--- config.mk ---
export PLATFORM = sky130hd
export DESIGN_NAME = pprv_oam
export DESIGN_NICKNAME = d
export VERILOG_FILES = /design/src/hw/rtl/pprv_pkg.sv /design/src/hw/rtl/pprv_oam.sv
export SDC_FILE = /design/constraint.sdc
export NUM_CORES = 2
export LEC_CHECK = 0
export BUFFER_PORTS_ARGS = -buffer_cell sky130_fd_sc_hd__buf_4
export CAP_MARGIN = 20
export CORE_MARGIN = 2
export CORE_UTILIZATION = 32
export CTS_CLUSTER_SIZE = 25
export DETAILED_ROUTE_END_ITERATION = 8
export GPL_TIMING_DRIVEN = 0
export PLACE_DENSITY_LB_ADDON = 0.05
export SYNTH_ARGS = -nofsm -noshare
export SYNTH_HDL_FRONTEND = slang
export SYNTH_SLANG_ARGS = --single-unit
--- constraint.sdc ---
create_clock -name clk -period 4 [get_ports clk]
set_input_delay 0.8 -clock clk [delete_from_list [all_inputs] [get_ports clk]]
set_output_delay 0.8 -clock clk [all_outputs]
set_load 0.01 [all_outputs]
--- src/hw/rtl/pprv_pkg.sv ---
// Shared types and constants for the PPU register port.
package pprv_pkg;

    localparam int unsigned ADDR_W     = 15;
    localparam int unsigned VRAM_AW    = 14;
    localparam int unsigned PATTERN_AW = 13;
    localparam int unsigned NT_AW      = 11;
    localparam int unsigned PAL_AW     = 5;
    localparam int unsigned OAM_AW     = 8;

    localparam logic [5:0] PAL_PAGE = 6'h3f;

    typedef enum logic [1:0] {
        OP_READ      = 2'd0,
        OP_WRITE     = 2'd1,
        OP_VBL_BEGIN = 2'd2,
        OP_VBL_END   = 2'd3
    } opcode_t;

    localparam logic [2:0] REG_CTRL     = 3'd0;
    localparam logic [2:0] REG_MASK     = 3'd1;
    localparam logic [2:0] REG_STATUS   = 3'd2;
    localparam logic [2:0] REG_OAM_ADDR = 3'd3;
    localparam logic [2:0] REG_OAM_DATA = 3'd4;
    localparam logic [2:0] REG_SCROLL   = 3'd5;
    localparam logic [2:0] REG_ADDR     = 3'd6;
    localparam logic [2:0] REG_DATA     = 3'd7;

    localparam logic [1:0] MIRROR_VERT  = 2'd0;
    localparam logic [1:0] MIRROR_HORIZ = 2'd1;

    typedef enum logic {
        ST_IDLE = 1'b0,
        ST_EXEC = 1'b1
    } state_t;

    typedef struct packed {
        logic [1:0] opcode;
        logic [2:0] reg_select;
        logic [7:0] write_data;
    } in_word_t;

    typedef struct packed {
        logic [7:0] read_data;
        logic       nmi_request;
    } out_word_t;

endpackage

--- src/hw/rtl/pprv_oam.sv ---
// Sprite attribute memory, one write and one registered read port.
module pprv_oam (
    input  logic                       clk,
    input  logic [pprv_pkg::OAM_AW-1:0] addr,
    input  logic                       we,
    input  logic [7:0]                 wdata,
    output logic [7:0]                 rdata
);
    import pprv_pkg::*;

    logic [7:0] mem [2**OAM_AW];
    logic [7:0] rdata_reg;

    always_ff @(posedge clk)
    begin
        if (we)
        begin
            mem[addr] <= wdata;
        end
        rdata_reg <= mem[addr];
    end

    assign rdata = rdata_reg;

endmodule

==> impl_metrics.env <==
export IMPL_worstSetupPathType="in -> reg"
export IMPL_worstSetupEndpointType="flip-flop"
export IMPL_slowest_stage="nor2_1"
export IMPL_min_path_type="in -> reg"
export IMPL_cellPowerDensity_nw_per_um2=512.8
export IMPL_drive_gt1_frac=0.2850
export IMPL_root_buffer="clkbuf_16"
export IMPL_hold_violations=0
export IMPL_core_um2=243700
export IMPL_gp_routability_congestion=0.8290
export IMPL_clk_pin_slew_ps=60
export IMPL_htreeDepth=4
export IMPL_dp_cells=6831
export IMPL_fin_setup_tns_ps=-12510
export IMPL_slowest_delay_ps=970
export IMPL_num_rows=181
export IMPL_skew_ps=51.57
export IMPL_grt_max_degree=130
export IMPL_ios=26
export IMPL_clock_path_buffers=3
export IMPL_worst_pin_slew_ps=1184
export IMPL_rr_worst_depth=5
export IMPL_finalCriticalPeriod_ps=4244
export IMPL_antenna_found_initial=16
export IMPL_portBuffers=21
export IMPL_cp_max_fo=10
export IMPL_drt_total_wl_mm=252.3
export IMPL_hold_end="mem[174][3]"
export IMPL_rr_endpoint="rdata[2]"
export IMPL_rsz0062_at_grt="yes"
export IMPL_layout_setup_ws_ps=-244.4
export IMPL_cp_data_arrival_time_ps=4730
export IMPL_cts_tree="yes"
export IMPL_fp_dieH_um=499.3
export IMPL_vias=37800
export IMPL_holdCritStartpoint="wdata[3]"
export IMPL_stdcell_count=7260
export IMPL_required_ps=4480
export IMPL_initial_utilization=0.3221
export IMPL_setup_viol=83
export IMPL_timing_rr_start="mem[120][2]"
export IMPL_wl_per_cell_um=34.75
export IMPL_ir_drop_v=0.0003529
export IMPL_clock_latency_ps=870
export IMPL_nets=3874
export IMPL_p_leak_nw=27.61
export IMPL_seq_area_frac_synth=0.7855
export IMPL_start_kind="input port"
export IMPL_failed_checks="setup timing"
export IMPL_cts_made_buffers=223
export IMPL_drt_pass1_iterations=5
export IMPL_status="finished, violations left"
export IMPL_grt_usage=0.2009
export IMPL_viasPerCell=5.207
export IMPL_ys_seq_elements=2056
export IMPL_grt_pass1_vias=39280
export IMPL_period_share=1.061
export IMPL_cp_cell_sequence="buf_2 > buf_4 > clkbuf_4 > buf_2 > nor2_1 > nand3_1 > clkbuf_2 > nor2_1"
export IMPL_initialDrtViolationCount=3727
export IMPL_synthCells=3547
export IMPL_cts_sinks=2056
export IMPL_die_x_um=499.3
export IMPL_maxCapViolCount=0
export IMPL_synth_fp_nets=3565
export IMPL_area_growth_pct=16.83
export IMPL_gr_total_overflow=0
export IMPL_synth_cell_types=22
export IMPL_post_cts_buffers=0
export IMPL_ys_warnings_count=0
export IMPL_slew_violations=0
export IMPL_synth_area_top_cells="edfxtp_1 (78%), mux4_2 (15%), a22oi_1 (2.4%), nor2_1 (1.1%), a21oi_1 (0.82%)"
export IMPL_drc=0
export IMPL_hold_depth=1
export IMPL_drtAntennaViolNets=0
export IMPL_yosysTopAreaCellShare=0.7835
export IMPL_max_freq_ghz=0.2356
export IMPL_largest_register_ffs=2048
export IMPL_hpwl_mm=170.6
export IMPL_r2r_slack_ps=640
export IMPL_hold_buffers=0
export IMPL_die_area_um2=249300
export IMPL_synth_area_um2=78490
export IMPL_yosys_area_top_type="edfxtp_1"
export IMPL_timing_slew_headroom=0.2076
export IMPL_syn_mean_instance_area_um2=22.13
export IMPL_grt_pass1_wl_mm=340.3
==> cell usage after synthesis <==
| master | number |
|---|---|
| edfxtp_1 | 2048 |
| mux4_2 | 512 |
| a22oi_1 | 256 |
| nor2_1 | 232 |
| clkbuf_1 | 145 |
| a21oi_1 | 128 |
| buf_2 | 36 |
| o41ai_1 | 32 |
| nor3_1 | 30 |
| nand2_1 | 28 |
| buf_1 | 19 |
| buf_4 | 16 |
| buf_6 | 16 |
| nand3_1 | 13 |
| dfxtp_1 | 8 |
| nand4_1 | 8 |
| nor2b_1 | 7 |
| nand2b_1 | 6 |
| and2_1 | 3 |
| or2_2 | 2 |
| inv_1 | 1 |
| or3_1 | 1 |
==> placed cells by master, fill, tap and decap left out, drive strengths merged <==
cell type / n
mux4: 512
bufinv: 24
clkinv: 89
nor2: 232
nand4: 8
diode: 9
o41ai: 32
or2: 2
nor2b: 7
edfxtp: 2048
nand2b: 6
buf: 167
and2: 3
clkbuf: 442
nor3: 30
clkdlybuf4s15: 5
a21oi: 128
inv: 7
clkinvlp: 1
a22oi: 256
nand2: 28
nand3: 13
dfxtp: 8
or3: 1
==> critical path: cells and delay by family <==
family / cells / cell delay (ps)
and+or+nand+nor: 3 / 2050
buffers and inverters: 5 / 1810
==> final cells by class <==
cell class / instances / area, um2
antenna: 9 / 22.52
inverter: 1 / 3.754
timing repair buffer: 86 / 1252
multi-input combinational: 1258 / 16220
buffer: 230 / 1195
clock inverter: 120 / 1323
sequential: 2056 / 61660
tap: 3202 / 4006
fill: 22150 / 152000
clock buffer: 298 / 6016
==> timing repair <==
item	CTS	global route
pin swaps	3	0
endpoints found under the setup margin	1330	241
hold endpoints to repair	0	0
gates resized for setup	134	23
==> per-stage QoR <==
step                area (um2)  utilization  setup WS (ps)  hold slack (ps)  power (mW)
global route             91680       0.3762         -218.0            295.1       48.39
global placement         82660       0.3392          -3252             1192       26.60
finish                   91700       0.3763         -244.4            324.1       47.02
floorplan                78490            -          981.3            819.1       25.28
detailed placement       83830       0.3440          -2015             1196       26.65
CTS                      91570       0.3758         -155.7            264.8       47.55
==> routing by layer <==
| layer | vias to the layer above | wire length [um] | GRT usage |
|---|---|---|---|
| met3 | 301 | 13630 | 0.03911 |
| met1 | 20720 | 109900 | 0.2759 |
| met5 | - | 0 | 0 |
| li1 | 15760 | - | - |
| met4 | 0 | 7381 | 0.06044 |
| met2 | 1017 | 121400 | 0.3238 |
==> cell families (layout without fill, tap and decap cells) <==
kind of cell / Yosys count / in the layout / synth area share
compound gates: 416 / 416 / 0.03622
mux: 512 / 512 / 0.1469
buf+inv: 233 / 735 / 0.01401
simple gates: 330 / 330 / 0.01733
other cells: 0 / 9 / 0
flops: 2056 / 2056 / 0.7855
==> report_power, final <==
group | switching (mW) | internal [mW]
registers | 0.0133 | 23.8
logic | 1.65 | 0.747
clock network | 8.76 | 12.1
==> worst max path at each step <==
stage                  from           to  slack [ps]  cells past startpoint
floorplan           addr[1]  mem[111][0]         980                      9
global placement    addr[3]  mem[178][6]       -3250                      7
detailed placement  addr[1]     rdata[2]       -2020                      9
CTS                 addr[1]   mem[36][2]        -160                      8
global route        addr[3]   mem[84][2]        -220                      8
finish              addr[1]   mem[36][3]        -240                      8
Note: power is estimated with default switching activity, not from simulation.
